**src/hdl/lir_pkg.sv**
```systemverilog
// lir_pkg: shared types and constants for the linear interpolation resampler
// used by every file under hdl; depends on nothing

package lir_pkg;

  localparam int unsigned SAMPLE_W    = 16;
  localparam int unsigned STEP_W      = 22;
  localparam int unsigned QUEUE_DEPTH = 2;

  typedef enum logic [1:0] {
    ST_IDLE,
    ST_INTERP,
    ST_TAIL
  } lir_state_e;

  // one command from the front to the back
  typedef struct packed {
    logic signed [SAMPLE_W-1:0] a;
    logic signed [SAMPLE_W-1:0] b;
    logic                       interp;
    logic                       last;
  } lir_cmd_t;

endpackage

```
**src/hdl/linear_interp_resampler_core.sv**
```systemverilog
// linear_interp_resampler_core: top level of the linear interpolation resampler
// depends on lir_pkg, lir_front, lir_queue and lir_back
//
//   channel   direction  handshake                ports
//   in        sink       in_valid_i / in_ready_o  in_sample_i, in_last_i
//   out       source     out_valid_o / out_ready_i out_sample_o, run_last_o, stream_end_o
//   cfg       sink       cfg_we_i, no wait        cfg_wdata_i (phase step, Q FRAC_BITS)
//
// the back makes at most one result per cycle while its output is not stalled: it takes
// an input's command, makes its outputs, closes its interval when a sample is held and
// closes a final interval when it is marked last. results pass through three registers
// (operand, multiply and rounding). reset is async and clears stream state and the step
// to 1.0. a stalled output freezes the back only; the front keeps taking input until the
// two-entry command queue is full.

module linear_interp_resampler_core #(
  parameter int unsigned FRAC_BITS = 16
) (
  input  logic                                clk_i,
  input  logic                                rst_ni,
  input  logic                                in_valid_i,
  output logic                                in_ready_o,
  input  logic signed [lir_pkg::SAMPLE_W-1:0] in_sample_i,
  input  logic                                in_last_i,
  output logic                                out_valid_o,
  input  logic                                out_ready_i,
  output logic signed [lir_pkg::SAMPLE_W-1:0] out_sample_o,
  output logic                                run_last_o,
  output logic                                stream_end_o,
  input  logic                                cfg_we_i,
  input  logic [lir_pkg::STEP_W-1:0]          cfg_wdata_i
);

  logic [lir_pkg::STEP_W-1:0] phase_step_q, phase_step_d;
  logic                       push_valid, push_ready;
  lir_pkg::lir_cmd_t          push_data;
  logic                       pop_valid, pop_ready;
  lir_pkg::lir_cmd_t          pop_data;

  assign phase_step_d = cfg_we_i ? cfg_wdata_i : phase_step_q;

  always_ff @(posedge clk_i or negedge rst_ni) begin
    if (!rst_ni) begin
      phase_step_q <= lir_pkg::STEP_W'(64'd1 << FRAC_BITS);
    end else begin
      phase_step_q <= phase_step_d;
    end
  end

  lir_front u_front (
    .clk_i        (clk_i),
    .rst_ni       (rst_ni),
    .in_valid_i   (in_valid_i),
    .in_ready_o   (in_ready_o),
    .in_sample_i  (in_sample_i),
    .in_last_i    (in_last_i),
    .push_valid_o (push_valid),
    .push_ready_i (push_ready),
    .push_data_o  (push_data)
  );

  lir_queue u_queue (
    .clk_i        (clk_i),
    .rst_ni       (rst_ni),
    .push_valid_i (push_valid),
    .push_ready_o (push_ready),
    .push_data_i  (push_data),
    .pop_valid_o  (pop_valid),
    .pop_ready_i  (pop_ready),
    .pop_data_o   (pop_data)
  );

  lir_back #(
    .FRAC_BITS (FRAC_BITS)
  ) u_back (
    .clk_i        (clk_i),
    .rst_ni       (rst_ni),
    .phase_step_i (phase_step_q),
    .cmd_valid_i  (pop_valid),
    .cmd_ready_o  (pop_ready),
    .cmd_i        (pop_data),
    .out_valid_o  (out_valid_o),
    .out_ready_i  (out_ready_i),
    .out_sample_o (out_sample_o),
    .run_last_o   (run_last_o),
    .stream_end_o (stream_end_o)
  );

endmodule

```
**src/hdl/lir_front.sv**
```systemverilog
// lir_front: accepts source samples, tracks the held sample and turns each input
//   that has a held sample or is marked last into an interval command; depends on lir_pkg

module lir_front (
  input  logic                                clk_i,
  input  logic                                rst_ni,
  input  logic                                in_valid_i,
  output logic                                in_ready_o,
  input  logic signed [lir_pkg::SAMPLE_W-1:0] in_sample_i,
  input  logic                                in_last_i,
  output logic                                push_valid_o,
  input  logic                                push_ready_i,
  output lir_pkg::lir_cmd_t                   push_data_o
);

  logic signed [lir_pkg::SAMPLE_W-1:0] prev_sample_q, prev_sample_d;
  logic                                prev_valid_q, prev_valid_d;
  logic                                accept;

  assign in_ready_o = push_ready_i;
  assign accept     = in_valid_i && push_ready_i;

  // a first sample that is not last only becomes the held sample
  assign push_valid_o       = in_valid_i && (prev_valid_q || in_last_i);
  assign push_data_o.a      = prev_sample_q;
  assign push_data_o.b      = in_sample_i;
  assign push_data_o.interp = prev_valid_q;
  assign push_data_o.last   = in_last_i;

  always_comb begin
    prev_sample_d = prev_sample_q;
    prev_valid_d  = prev_valid_q;
    if (accept) begin
      if (in_last_i) begin
        prev_sample_d = '0;
        prev_valid_d  = 1'b0;
      end else begin
        prev_sample_d = in_sample_i;
        prev_valid_d  = 1'b1;
      end
    end
  end

  always_ff @(posedge clk_i or negedge rst_ni) begin
    if (!rst_ni) begin
      prev_sample_q <= '0;
      prev_valid_q  <= 1'b0;
    end else begin
      prev_sample_q <= prev_sample_d;
      prev_valid_q  <= prev_valid_d;
    end
  end

endmodule

```
**src/hdl/lir_queue.sv**
```systemverilog
// lir_queue: short command queue between front and back
// depends on lir_pkg for the command type and depth

module lir_queue (
  input  logic              clk_i,
  input  logic              rst_ni,
  input  logic              push_valid_i,
  output logic              push_ready_o,
  input  lir_pkg::lir_cmd_t push_data_i,
  output logic              pop_valid_o,
  input  logic              pop_ready_i,
  output lir_pkg::lir_cmd_t pop_data_o
);

  localparam int unsigned PtrW = (lir_pkg::QUEUE_DEPTH > 1) ? $clog2(lir_pkg::QUEUE_DEPTH) : 1;
  localparam int unsigned CntW = $clog2(lir_pkg::QUEUE_DEPTH + 1);

  lir_pkg::lir_cmd_t entries_q [lir_pkg::QUEUE_DEPTH];
  logic [PtrW-1:0]   wr_ptr_q, wr_ptr_d;
  logic [PtrW-1:0]   rd_ptr_q, rd_ptr_d;
  logic [CntW-1:0]   count_q, count_d;
  logic              push, pop;

  assign push_ready_o = (count_q != CntW'(lir_pkg::QUEUE_DEPTH));
  assign pop_valid_o  = (count_q != '0);
  assign pop_data_o   = entries_q[rd_ptr_q];
  assign push         = push_valid_i && push_ready_o;
  assign pop          = pop_valid_o && pop_ready_i;

  function automatic logic [PtrW-1:0] ptr_inc(input logic [PtrW-1:0] p);
    ptr_inc = (p == PtrW'(lir_pkg::QUEUE_DEPTH - 1)) ? '0 : p + PtrW'(1);
  endfunction

  always_comb begin
    wr_ptr_d = push ? ptr_inc(wr_ptr_q) : wr_ptr_q;
    rd_ptr_d = pop ? ptr_inc(rd_ptr_q) : rd_ptr_q;
    count_d  = count_q;
    if (push && !pop) begin
      count_d = count_q + CntW'(1);
    end else if (pop && !push) begin
      count_d = count_q - CntW'(1);
    end
  end

  always_ff @(posedge clk_i or negedge rst_ni) begin
    if (!rst_ni) begin
      wr_ptr_q <= '0;
      rd_ptr_q <= '0;
      count_q  <= '0;
    end else begin
      wr_ptr_q <= wr_ptr_d;
      rd_ptr_q <= rd_ptr_d;
      count_q  <= count_d;
    end
  end

  always_ff @(posedge clk_i) begin
    if (push) begin
      entries_q[wr_ptr_q] <= push_data_i;
    end
  end

endmodule

```
**src/hdl/lir_back.sv**
```systemverilog
// lir_back: walks the output positions of each interval and interpolates
//   through a registered multiply pipeline; depends on lir_pkg

module lir_back #(
  parameter int unsigned FRAC_BITS = 16
) (
  input  logic                                clk_i,
  input  logic                                rst_ni,
  input  logic [lir_pkg::STEP_W-1:0]          phase_step_i,
  input  logic                                cmd_valid_i,
  output logic                                cmd_ready_o,
  input  lir_pkg::lir_cmd_t                   cmd_i,
  output logic                                out_valid_o,
  input  logic                                out_ready_i,
  output logic signed [lir_pkg::SAMPLE_W-1:0] out_sample_o,
  output logic                                run_last_o,
  output logic                                stream_end_o
);

  localparam int unsigned SW  = lir_pkg::SAMPLE_W;
  localparam int unsigned OW  = ((FRAC_BITS + 1 > lir_pkg::STEP_W) ?
                                 FRAC_BITS + 1 : lir_pkg::STEP_W) + 1;
  localparam int unsigned VW  = FRAC_BITS + SW + 2;
  localparam logic [OW-1:0] One     = {{(OW-FRAC_BITS-1){1'b0}}, 1'b1, {FRAC_BITS{1'b0}}};
  localparam logic [OW-1:0] Two     = One << 1;
  localparam logic [OW-1:0] MinStep = One >> 5;
  localparam logic [VW-1:0] RoundUp = {{(VW-FRAC_BITS){1'b0}}, {FRAC_BITS{1'b1}}};

  // sequencer
  lir_pkg::lir_state_e state_q, state_d;
  logic [OW-1:0]       off_q, off_d;
  lir_pkg::lir_cmd_t   cur_q, cur_d;
  logic [OW-1:0]       step_ext, step_eff, off_sum;
  logic                off_lt_one, sum_lt_one, sum_lt_two;
  logic                adv, stall;
  logic                emit, emit_run_last, emit_end;
  logic                is_tail;

  // pipeline
  logic                 p1_valid_q;
  logic signed [SW-1:0] p1_base_q;
  logic signed [SW:0]   p1_diff_q;
  logic [FRAC_BITS-1:0] p1_frac_q;
  logic                 p1_run_last_q, p1_end_q;
  logic                 p2_valid_q;
  logic signed [VW-1:0] p2_v_q;
  logic                 p2_run_last_q, p2_end_q;
  logic                 out_valid_q;
  logic signed [SW-1:0] out_sample_q;
  logic                 out_run_last_q, out_end_q;

  logic signed [VW-1:0] base_scaled, prod, v_sum, v_round, v_shift;
  logic signed [SW:0]   diff;

  assign stall = out_valid_q && !out_ready_i;
  assign adv   = !stall;

  // tiny steps are clamped so an interval never holds more than 32 outputs
  assign step_ext   = OW'(phase_step_i);
  assign step_eff   = (step_ext < MinStep) ? MinStep : step_ext;
  assign off_sum    = off_q + step_eff;
  assign off_lt_one = (off_q < One);
  assign sum_lt_one = (off_sum < One);
  assign sum_lt_two = (off_sum < Two);
  assign is_tail    = (state_q == lir_pkg::ST_TAIL);

  // sequencer outputs
  always_comb begin
    cmd_ready_o   = 1'b0;
    emit          = 1'b0;
    emit_run_last = 1'b0;
    emit_end      = 1'b0;
    unique case (state_q)
      lir_pkg::ST_IDLE: begin
        cmd_ready_o = adv;
      end
      lir_pkg::ST_INTERP: begin
        emit = off_lt_one;
        // last of this input unless another position fits here or in the tail
        emit_run_last = !sum_lt_one && (!cur_q.last || !sum_lt_two);
        emit_end      = emit_run_last && cur_q.last;
      end
      lir_pkg::ST_TAIL: begin
        emit          = off_lt_one;
        emit_run_last = !sum_lt_one;
        emit_end      = !sum_lt_one;
      end
      default: ;
    endcase
  end

  // sequencer next state
  always_comb begin
    state_d = state_q;
    off_d   = off_q;
    cur_d   = cur_q;
    unique case (state_q)
      lir_pkg::ST_IDLE: begin
        if (cmd_valid_i) begin
          cur_d   = cmd_i;
          state_d = cmd_i.interp ? lir_pkg::ST_INTERP : lir_pkg::ST_TAIL;
        end
      end
      lir_pkg::ST_INTERP: begin
        if (off_lt_one) begin
          off_d = off_sum;
        end else begin
          off_d   = off_q - One;
          state_d = cur_q.last ? lir_pkg::ST_TAIL : lir_pkg::ST_IDLE;
        end
      end
      lir_pkg::ST_TAIL: begin
        if (off_lt_one) begin
          off_d = off_sum;
        end else begin
          off_d   = '0;
          state_d = lir_pkg::ST_IDLE;
        end
      end
      default: begin
        state_d = lir_pkg::ST_IDLE;
      end
    endcase
  end

  always_ff @(posedge clk_i or negedge rst_ni) begin
    if (!rst_ni) begin
      state_q     <= lir_pkg::ST_IDLE;
      off_q       <= '0;
      p1_valid_q  <= 1'b0;
      p2_valid_q  <= 1'b0;
      out_valid_q <= 1'b0;
    end else if (adv) begin
      state_q     <= state_d;
      off_q       <= off_d;
      p1_valid_q  <= emit;
      p2_valid_q  <= p1_valid_q;
      out_valid_q <= p2_valid_q;
    end
  end

  // tail outputs repeat b: zero slope from base b
  assign diff = (SW+1)'(cur_q.b) - (SW+1)'(cur_q.a);

  always_ff @(posedge clk_i) begin
    if (adv) begin
      cur_q         <= cur_d;
      p1_base_q     <= is_tail ? cur_q.b : cur_q.a;
      p1_diff_q     <= is_tail ? '0 : diff;
      p1_frac_q     <= is_tail ? '0 : off_q[FRAC_BITS-1:0];
      p1_run_last_q <= emit_run_last;
      p1_end_q      <= emit_end;
      p2_v_q        <= v_sum;
      p2_run_last_q <= p1_run_last_q;
      p2_end_q      <= p1_end_q;
      out_sample_q  <= v_shift[SW-1:0];
      out_run_last_q <= p2_run_last_q;
      out_end_q     <= p2_end_q;
    end
  end

  // a * one + (b - a) * frac
  assign base_scaled = {{(VW-SW-FRAC_BITS){p1_base_q[SW-1]}}, p1_base_q, {FRAC_BITS{1'b0}}};
  assign prod        = p1_diff_q * $signed({1'b0, p1_frac_q});
  assign v_sum       = base_scaled + prod;

  // shift with truncation toward zero
  assign v_round = p2_v_q[VW-1] ? p2_v_q + $signed(RoundUp) : p2_v_q;
  assign v_shift = v_round >>> FRAC_BITS;

  assign out_valid_o  = out_valid_q;
  assign out_sample_o = out_sample_q;
  assign run_last_o   = out_run_last_q;
  assign stream_end_o = out_end_q;

endmodule

```
**config.mk**
```make
export PLATFORM = sky130hd
export DESIGN_NAME = linear_interp_resampler_core
export DESIGN_NICKNAME = d
export VERILOG_FILES = /design/src/hdl/lir_pkg.sv /design/src/hdl/linear_interp_resampler_core.sv /design/src/hdl/lir_front.sv /design/src/hdl/lir_queue.sv /design/src/hdl/lir_back.sv
export SDC_FILE = /design/constraint.sdc
export NUM_CORES = 1
export LEC_CHECK = 0
export BUFFER_PORTS_ARGS = -buffer_cell sky130_fd_sc_hd__buf_4
export CORE_UTILIZATION = 50
export DETAILED_ROUTE_END_ITERATION = 8
export PLACE_DENSITY_LB_ADDON = 0.05
export SLEW_MARGIN = 20
export SYNTH_ARGS = -nofsm -noshare
export SYNTH_HDL_FRONTEND = slang
export SYNTH_SLANG_ARGS = --single-unit
```
**constraint.sdc**
```tcl
create_clock -name clk_i -period 16.35 [get_ports clk_i]
set_clock_uncertainty 0.1 [all_clocks]
set_input_delay 0.8175 -clock clk_i [delete_from_list [all_inputs] [get_ports clk_i]]
set_output_delay 0.8175 -clock clk_i [all_outputs]
set_load 0.05 [all_outputs]
```
* Word level (Yosys, flattened, before mapping)
Memory sizes are Yosys's and may differ from the RTL's. Cells that the tools add are included.
Storage, ports and cells: register bits 209, RAM bits 68, input bits 44, output and inout bits 20, logic and storage cells 97, memories kept 1
Memories:
- u_queue.entries_q | depth 2, width 34, rd ports 1, clocked after Yosys merged registers in 0, write ports 1, line lir_queue.sv:18 | lir_pkg::lir_cmd_t entries_q [lir_pkg::QUEUE_DEPTH];
Operators by class: $add $sub $neg 9, multipliers 1, $lt $le $gt $ge 4, equal/unequal tests 6, muxes and demuxes 24, bitwise logic cells 1, reductions and logical operators 26
Operator list (count):
- < comparator 23 x 17 -> 1 bit, second input constant | 2
- 2-to-1 mux 23 bit | 2
- one-hot mux 23 bit (2 select lines) | 1
- adder 32 x 34 -> 34 bit | 1
- multiplier 17 x 17 -> 34 bit | 1
- adder 32 x 17 -> 32 bit, second input constant | 1
- 2-to-1 mux 16 bit | 2
- 2-to-1 mux 32 bit | 1
- adder 23 bit | 1
- < comparator 23 x 18 -> 1 bit, second input constant | 1
- subtractor 23 x 17 -> 23 bit, second input constant | 1
- < comparator 22 x 12 -> 1 bit, second input constant | 1
- 2-to-1 mux 22 bit | 1
- subtractor 16 x 16 -> 17 bit | 1
- 2-to-1 mux 2 bit | 7
- logical AND 1 bit | 9
- logical NOT 1 bit | 7
- 2-to-1 mux 1 bit | 7
- != test 2 bit, second input constant | 3
- one-hot mux 2 bit (3 select lines) | 1
- nonzero test 2 bit | 3
- one-hot mux 1 bit (2 select lines) | 2
- AND reduction 4 bit | 1
- AND reduction 3 bit | 1
- other kinds (11) | 13

* Logic depth before layout (Yosys ltp)
Gate-level depths: netlist of run 1.
word-level depth 9, depth in mapped cells 25, depth with buffers taken out 23

* Modules after synthesis
Synthesis of run 1 repeated with hierarchy kept, for this count alone.
Unflattened totals: cells, all modules 2257, area total of the unflattened synthesis 24275.8 µm²
By module, submodules not included:
- lir_back | times used 1, cells each 2013, area an instance 19703.9 µm², sequential area each 4814.6 µm²
- lir_queue | times used 1, cells each 124, area an instance 2798.9 µm², sequential area each 2142.1 µm²
- lir_front | times used 1, cells each 74, area an instance 950.9 µm², sequential area each 425.4 µm²
- linear_interp_resampler_core | times used 1, cells each 46, area an instance 822.0 µm², sequential area each 551.8 µm²

* Least setup slack after synthesis of run 1
No wires, ideal clock.
path kind input to register, start point input out_ready_i, end point register u_queue.count_q[1], data arrival time 6.706 ns, path slack 9.465 ns, cell stages on the path 9, path buffers 1, path through nand2b_1 clkbuf_1 o21ai_0 nor2_1 inv_1 ha_1 xor2_1 nor2_1 xor2_1
Between the ends: longest elaborated chain between the ends 8, elaborated cells on any way between the ends 10
RTL lines:
- from (decl) | line linear_interp_resampler_core.sv:26 | input logic out_ready_i,
- logical NOT 1 bit (*) | line lir_back.sv:55 | assign stall = out_valid_q && !out_ready_i;
- logical AND 1 bit (*) | line lir_back.sv:55
- logical NOT 1 bit (*) | line lir_back.sv:56 | assign adv = !stall;
- 2-to-1 mux 1 bit (*) | line lir_back.sv:73 | unique case (state_q)
- logical AND 1 bit (*) | line lir_queue.sv:28 | assign pop = pop_valid_o && pop_ready_i;
- net u_queue.pop | line lir_queue.sv:22 | logic push, pop;
- logical NOT 1 bit | line lir_queue.sv:38 | if (push && !pop) begin
- logical AND 1 bit | line lir_queue.sv:38
- 2-to-1 mux 2 bit or nonzero test 2 bit (tied branches)
- to (signal assigned) | line lir_queue.sv:53 | count_q <= count_d;
- to (decl) | line lir_queue.sv:21 | logic [CntW-1:0] count_q, count_d;
The timed path passes the listed nets; every way through them passes the cells marked *. A chain may end at the register's enable or synchronous reset.

* Worst setup path in the final report of run 1
start point register u_back.p1_frac_q[8], end point register u_back.p2_v_q[30] (data pin)
Between the ends: longest elaborated chain between the ends 2
RTL lines:
- from (decl) | line lir_back.sv:43 | logic [FRAC_BITS-1:0] p1_frac_q;
- from (signal assigned) | line lir_back.sv:150 | p1_frac_q <= is_tail ? '0 : off_q[FRAC_BITS-1:0];
- multiplier 17 x 17 -> 34 bit | line lir_back.sv:164 | assign prod = p1_diff_q * $signed({1'b0, p1_frac_q});
- adder 32 x 34 -> 34 bit | line lir_back.sv:165 | assign v_sum = base_scaled + prod;
- net u_back.v_sum[30] | line lir_back.sv:52 | logic signed [VW-1:0] base_scaled, prod, v_sum, v_round, v_shift;
- to (signal assigned) | line lir_back.sv:153 | p2_v_q <= v_sum;
- to (decl) | line lir_back.sv:46 | logic signed [VW-1:0] p2_v_q;
The timed path passes the listed nets, and every way through them passes these cells.

==> results.sh, run 1 <==
export IMPL_hold_violations=0
export IMPL_critPathTopFamily="adder cells"
export IMPL_cts_sinks=276
export IMPL_final_max_slew_viol_count=0
export IMPL_num_rows=79
export IMPL_syn_inst=2182
export IMPL_dr_first_iter_drc_count=716
export IMPL_period_share_pct=42.5
export IMPL_grt_antenna_before_repair=0
export IMPL_antenna_left=0
export IMPL_final_common_cell="inv_1"
export IMPL_async_flop_share_pct=25.7
export IMPL_clk_latency_ns=0.59
export IMPL_crit_chain="nand2_1, fa_1, inv_1, fa_1, inv_1, fa_1, inv_1, fa_1, fa_1, inv_1, fa_1, inv_1, ha_1, nand3_1, a21oi_1, o22ai_1, o41ai_1, a311oi_1, o21ai_0, a311o_1, a21oi_1, xnor2_1"
export IMPL_fin_tns_setup_ns=0
export IMPL_yosysSeqAreaShare_pct=33.7
export IMPL_grt_overflow_total=0
export IMPL_critPathMaxFanout=17
export IMPL_worst_pin_slew_ns=1.03
export IMPL_layout_common_cells="449 x inv_1, 307 x fa_1, 205 x edfxtp_1, 202 x nand2_1, 175 x and2_1"
export IMPL_clockBufferDepth=3
export IMPL_syn_area_um2=23600
export IMPL_via_per_inst=5.11
export IMPL_drive_gt1_share_pct=8.77
export IMPL_yosysWarnings=0
export IMPL_grt_use_total_pct=20.7
export IMPL_setup_viol=0
export IMPL_synth_cell_type_count=62
export IMPL_clkTransAtPathRegs_ns=0.06
export IMPL_slowest_delay_ns=0.84
export IMPL_cap_violations=0
export IMPL_final_nets=2707
export IMPL_cts_hold_buf=0
export IMPL_ctsRootBufferMaster="clkbuf_16"
export IMPL_initial_core_util_pct=50.6
export IMPL_endpoint_kind="register"
export IMPL_synth_nets=2678
export IMPL_grt_pass1_wl_um=78400
export IMPL_synth_edf_count=205
export IMPL_drt_pass1_iter_count=5
export IMPL_grt_max_degree=72
export IMPL_max_freq_mhz=144
export IMPL_rsz0062_at_grt="false"
export IMPL_diodes=0
export IMPL_holdWs_ns=0.0241
export IMPL_route_detailed_drc=0
export IMPL_synth_seq_cells=276
export IMPL_yosys_area_top_type="edfxtp_1"
export IMPL_slew_headroom_pct=30.9
export IMPL_worstPathRequired_ns=16.58
export IMPL_critPathKind="reg -> reg"
export IMPL_cp_num_buf_inv=5
export IMPL_ios=64
export IMPL_worstHoldPathType="in -> async"
export IMPL_wire_per_inst_um=16.5
export IMPL_cts_resized=0
export IMPL_wirelength_um=46900
export IMPL_synth_top_area_share_pct=26.1
export IMPL_cts_tree="done"
export IMPL_cts_max_level=1
export IMPL_die_area_um2=48000
export IMPL_die_x_um=219
export IMPL_critical_path_slowest_cell="edfxtp_1"
export IMPL_numCtsBuffers=29
export IMPL_grt_pass1_vias=15400
export IMPL_area_delta_synth_final_pct=8.75
export IMPL_via_count=14500
export IMPL_cpMostUsedCell="fa_1"
export IMPL_place_congestion=0.842
export IMPL_outcome="finished clean"
export IMPL_worst_setup_path_start_kind="register"
export IMPL_core_area_um2=46600
export IMPL_port_buffers=63
export IMPL_layout_min_cycle_time_ns=6.95
export IMPL_ys_top_cells_by_area="edfxtp_1 26%, fa_1 26%, ha_1 7.7%, dfrtp_1 7.4%, inv_1 7.2%"
export IMPL_cp_data_arrival_time_ns=7.18
export IMPL_place_hpwl_um=36100
export IMPL_post_cts_buffers=0
export IMPL_fp_dieH_um=219
export IMPL_ys_flop_type="edfxtp_1"
export IMPL_syn_avg_cell_area_um2=10.8
sequential cells by signal, indices dropped and copies added, names as in the netlist, 2 cells and up:
| name | cells |
|---|---|
| u_back.out_sample_o | 16 |
| u_queue.entries_q | 68 |
| u_back.off_q | 23 |
| u_front.prev_sample_q | 16 |
| u_queue.count_q | 2 |
| u_back.p1_frac_q | 16 |
| u_back.p2_v_q | 33 |
| u_back.cur_q | 33 |
| u_back.p1_base_q | 16 |
| u_back.p1_diff_q | 17 |
| phase_step_q | 22 |
| u_back.state_q | 2 |
stage by stage:
stage               area [um^2]  util, %  cells  setup WS, ns
finish                    25600     55.0   2841          9.40
global route              25600     55.0   2841          9.08
CTS                       25600     55.0   2840          9.42
detailed placement        24600     52.8   2786          9.44
global placement          24600     52.8   2786          9.50
floorplan                 23600        -   2182          9.47
logic make-up (layout without fill, tap and decap cells):
| group | Yosys count | after routing | synth area share (%) |
|---|---|---|---|
| fa+ha+maj | 452 | 452 | 33.8 |
| mux | 60 | 60 | 2.87 |
| flops | 276 | 276 | 33.7 |
| compound gates | 225 | 225 | 6.00 |
| simple gates | 564 | 564 | 12.3 |
| buf+inv | 522 | 574 | 8.32 |
| xor+xnor | 83 | 83 | 3.09 |
cell type report:
| type | count | area, um^2 |
|---|---|---|
| fillers | 4010 | 20900 |
| flip-flops and latches | 276 | 7930 |
| inverters | 449 | 1690 |
| repair buffers | 71 | 553 |
| well taps | 607 | 759 |
| clock buffers | 43 | 891 |
| multi-input cells | 1384 | 13700 |
| clock inverters | 11 | 103 |
path summary, 6_finish.rpt:
path,startpoint,to,slack (ns),cells past startpoint
min in group clk_i,u_back.p1_end_q,u_back.p2_end_q,0.32,0
min,rst_ni,u_back.off_q[7],0.02,1
max,u_back.p1_frac_q[8],u_back.p2_v_q[30],9.40,22
max reg2reg,u_back.p1_frac_q[8],u_back.p2_v_q[30],9.40,22
max in group asynchronous,rst_ni,phase_step_q[16],15.51,2
min reg2reg,u_back.p1_end_q,u_back.p2_end_q,0.32,0
cell usage after synthesis (all sizes together) (4+ instances only):
cell type,number
inv,449
fa,307
edfxtp,205
nand2,203
and2,175
ha,145
o21ai,79
dfrtp,70
clkbuf,68
mux2,60
a21oi,57
xnor2,57
nor2,46
nand2b,30
xor2,26
nor2b,23
nand3,22
nor3,17
a21o,11
and3,10
nor4,10
nand4,9
or3,8
a211oi,7
a21boi,6
o21a,6
o21bai,6
o31ai,6
buf,5
o211ai,5
a22o,4
and4,4
o22ai,4
per-layer routing:
metal / vias up / routed length, um / track usage [%]
met5: - / 0 / 0
met4: 0 / 1340 / 5.76
met3: 75 / 1740 / 2.40
met2: 264 / 21200 / 33.4
met1: 7200 / 22600 / 29.4
li1: 6973 / - / -
Power of run 1 is left out: the tool's default activity adds up to more than one toggle a clock period on the data nets, which glitch-free logic cannot reach.
==> run 2, diff against run 1 <==
==> constraint.sdc (replaced) <==
create_clock -name clk_i -period 6.04 [get_ports clk_i]
set_clock_uncertainty 0.1 [all_clocks]
set_input_delay 0.302 -clock clk_i [delete_from_list [all_inputs] [get_ports clk_i]]
set_output_delay 0.302 -clock clk_i [all_outputs]
set_load 0.05 [all_outputs]
==> run 2 against run 1 <==
- highest routed layer is now met5
- global-route usage grew 1.7 points
- count of clock-buffer cells in the layout shrank 4
- utilization grew 4.9 points
- routed wire length grew 8.3%
- worst setup slack lost 9.6 ns
- critical path depth grew 2
- the run now ends with setup timing left
- maximum frequency grew 11%
- cell count grew 7.9%
==> results.sh, run 2 (synthesis gave the netlist of run 1 again) <==
export IMPL_outcome="finished, violations left"
export IMPL_violations="setup timing"
export IMPL_place_hpwl_um=39100
export IMPL_endpoint_kind="register"
export IMPL_rsz0062_at_grt="true"
export IMPL_numCtsBuffers=30
export IMPL_critPathTopFamily="adder cells"
export IMPL_hold_violations=0
export IMPL_num_rows=79
export IMPL_grt_use_total_pct=22.4
export IMPL_critical_path_slowest_cell="fa_2"
export IMPL_slew_headroom_pct=31.9
export IMPL_area_delta_synth_final_pct=18.5
export IMPL_reg_top3="u_queue.entries_q x68, u_back.cur_q x33, u_back.p2_v_q x33"
export IMPL_grt_max_degree=72
export IMPL_cpMostUsedCell="fa_1"
export IMPL_grt_pass1_wl_um=84600
export IMPL_route_detailed_drc=0
export IMPL_cts_sinks=276
export IMPL_holdWs_ns=0.0915
export IMPL_clk_latency_ns=0.60
export IMPL_ios=64
export IMPL_ctsRootBufferMaster="clkbuf_16"
export IMPL_layout_min_cycle_time_ns=6.23
export IMPL_worst_pin_slew_ns=1.02
export IMPL_grt_pass1_vias=16500
export IMPL_place_congestion=0.923
export IMPL_place_area_um2=25800
export IMPL_crit_start="u_back.p1_diff_q[8]"
export IMPL_diodes=0
export IMPL_clockBufferDepth=3
export IMPL_via_count=15400
export IMPL_layout_common_cells="432 x inv_1, 293 x fa_1, 230 x buf_4, 205 x edfxtp_1, 197 x nand2_1"
export IMPL_drt_pass1_iter_count=5
export IMPL_worst_setup_path_start_kind="register"
export IMPL_finalInstanceArea_um2=27900
export IMPL_cap_violations=0
export IMPL_initial_core_util_pct=50.6
export IMPL_antenna_left=0
export IMPL_r2r_start="u_back.p1_diff_q[8]"
export IMPL_wire_per_inst_um=16.6
export IMPL_crit_chain="buf_8, buf_8, and2_4, fa_1, inv_1, fa_1, inv_2, fa_2, fa_1, fa_1, inv_2, fa_2, inv_2, ha_4, a21oi_4, o21ai_2, a221o_1, a21oi_2, o211ai_1, and2_4, a21oi_4, buf_6, a2111o_1, o311ai_1"
export IMPL_largest_reg_flops=68
export IMPL_setup_viol=6
export IMPL_slowest_delay_ns=0.58
export IMPL_cts_max_level=1
export IMPL_fp_dieH_um=219
export IMPL_worstPathRequired_ns=6.26
export IMPL_via_per_inst=5.02
export IMPL_critPathKind="reg -> reg"
export IMPL_fin_util_pct=60.0
export IMPL_port_buffers=63
export IMPL_worstHoldPathType="in -> reg"
export IMPL_wirelength_um=50800
export IMPL_grt_antenna_before_repair=1
export IMPL_clkTransAtPathRegs_ns=0.08
export IMPL_max_freq_mhz=160
export IMPL_die_x_um=219
export IMPL_die_area_um2=48000
export IMPL_period_share_pct=103
export IMPL_core_area_um2=46600
export IMPL_hp_start="cfg_we_i"
export IMPL_largest_register="u_queue.entries_q"
export IMPL_cp_data_arrival_time_ns=6.46
export IMPL_dr_first_iter_drc_count=627
export IMPL_final_nets=2931
export IMPL_drive_gt1_share_pct=18.8
export IMPL_final_common_cell="inv_1"
export IMPL_fin_ws_ns=-0.191
export IMPL_cp_num_buf_inv=7
export IMPL_post_place_ws_ns=-0.449
export IMPL_r2r_slack_ns=-0.19
export IMPL_critPathMaxFanout=5
export IMPL_final_max_slew_viol_count=0
export IMPL_grt_overflow_total=0
export IMPL_cts_tree="done"
## run 2: layout make-up
cell class                 instances  area, um^2
clock buffer                      39         805
clock inverter                    17         189
fill                            3921       18600
inverter                         449        1690
multi-input combinational       1384       14100
sequential                       276        7930
tap                              607         759
timing repair buffer             294        2450
## run 2: what timing repair did
action                                  in CTS  in global routing
pin swaps                                   53                 33
setup buffers                               23                  7
gates cloned                                 1                  1
resized for setup                           81                 39
endpoints found under the setup margin      13                 15
endpoints found under the hold margin      144                  0
hold buffers                                41                  0
## run 2: final timing paths
path | cells after the start | end
setup / recovery | 24 | u_back.p2_v_q[31]
hold / removal | 2 | phase_step_q[13]
setup reg to reg | 24 | u_back.p2_v_q[31]
hold reg to reg | 0 | u_back.stream_end_o
max in group asynchronous | 2 | u_back.out_valid_o
min in group asynchronous | 2 | phase_step_q[20]
## run 2: worst register-to-register path: stages, from the launching register on
cell and delay (ns):
edfxtp_1 0.41, buf_8 0.16, buf_8 0.14, and2_4 0.16
fa_1 0.48, inv_1 0.05, fa_1 0.49, inv_2 0.04
fa_2 0.58, fa_1 0.43, fa_1 0.53, inv_2 0.04
fa_2 0.53, inv_2 0.04, ha_4 0.17, a21oi_4 0.15
o21ai_2 0.07, a221o_1 0.33, a21oi_2 0.17, o211ai_1 0.16
and2_4 0.22, a21oi_4 0.19, buf_6 0.12, a2111o_1 0.12
o311ai_1 0.08
## run 2: layer usage
metal	GRT usage, %	part of all wire, %
met1	31.1	46
met2	37.4	48
met3	3.30	4.5
met4	4.54	2.0
met5	0	0.026
## run 2: through the flow
| stage | setup TNS (ns) | instances |
|---|---|---|
| floorplan | 0 | 2182 |
| global placement | -1.80 | 2938 |
| detailed placement | -2.57 | 2938 |
| CTS | -0.319 | 3059 |
| global route | -2.16 | 3066 |
| finish | -0.689 | 3066 |
Power of run 2 is left out for the same reason.
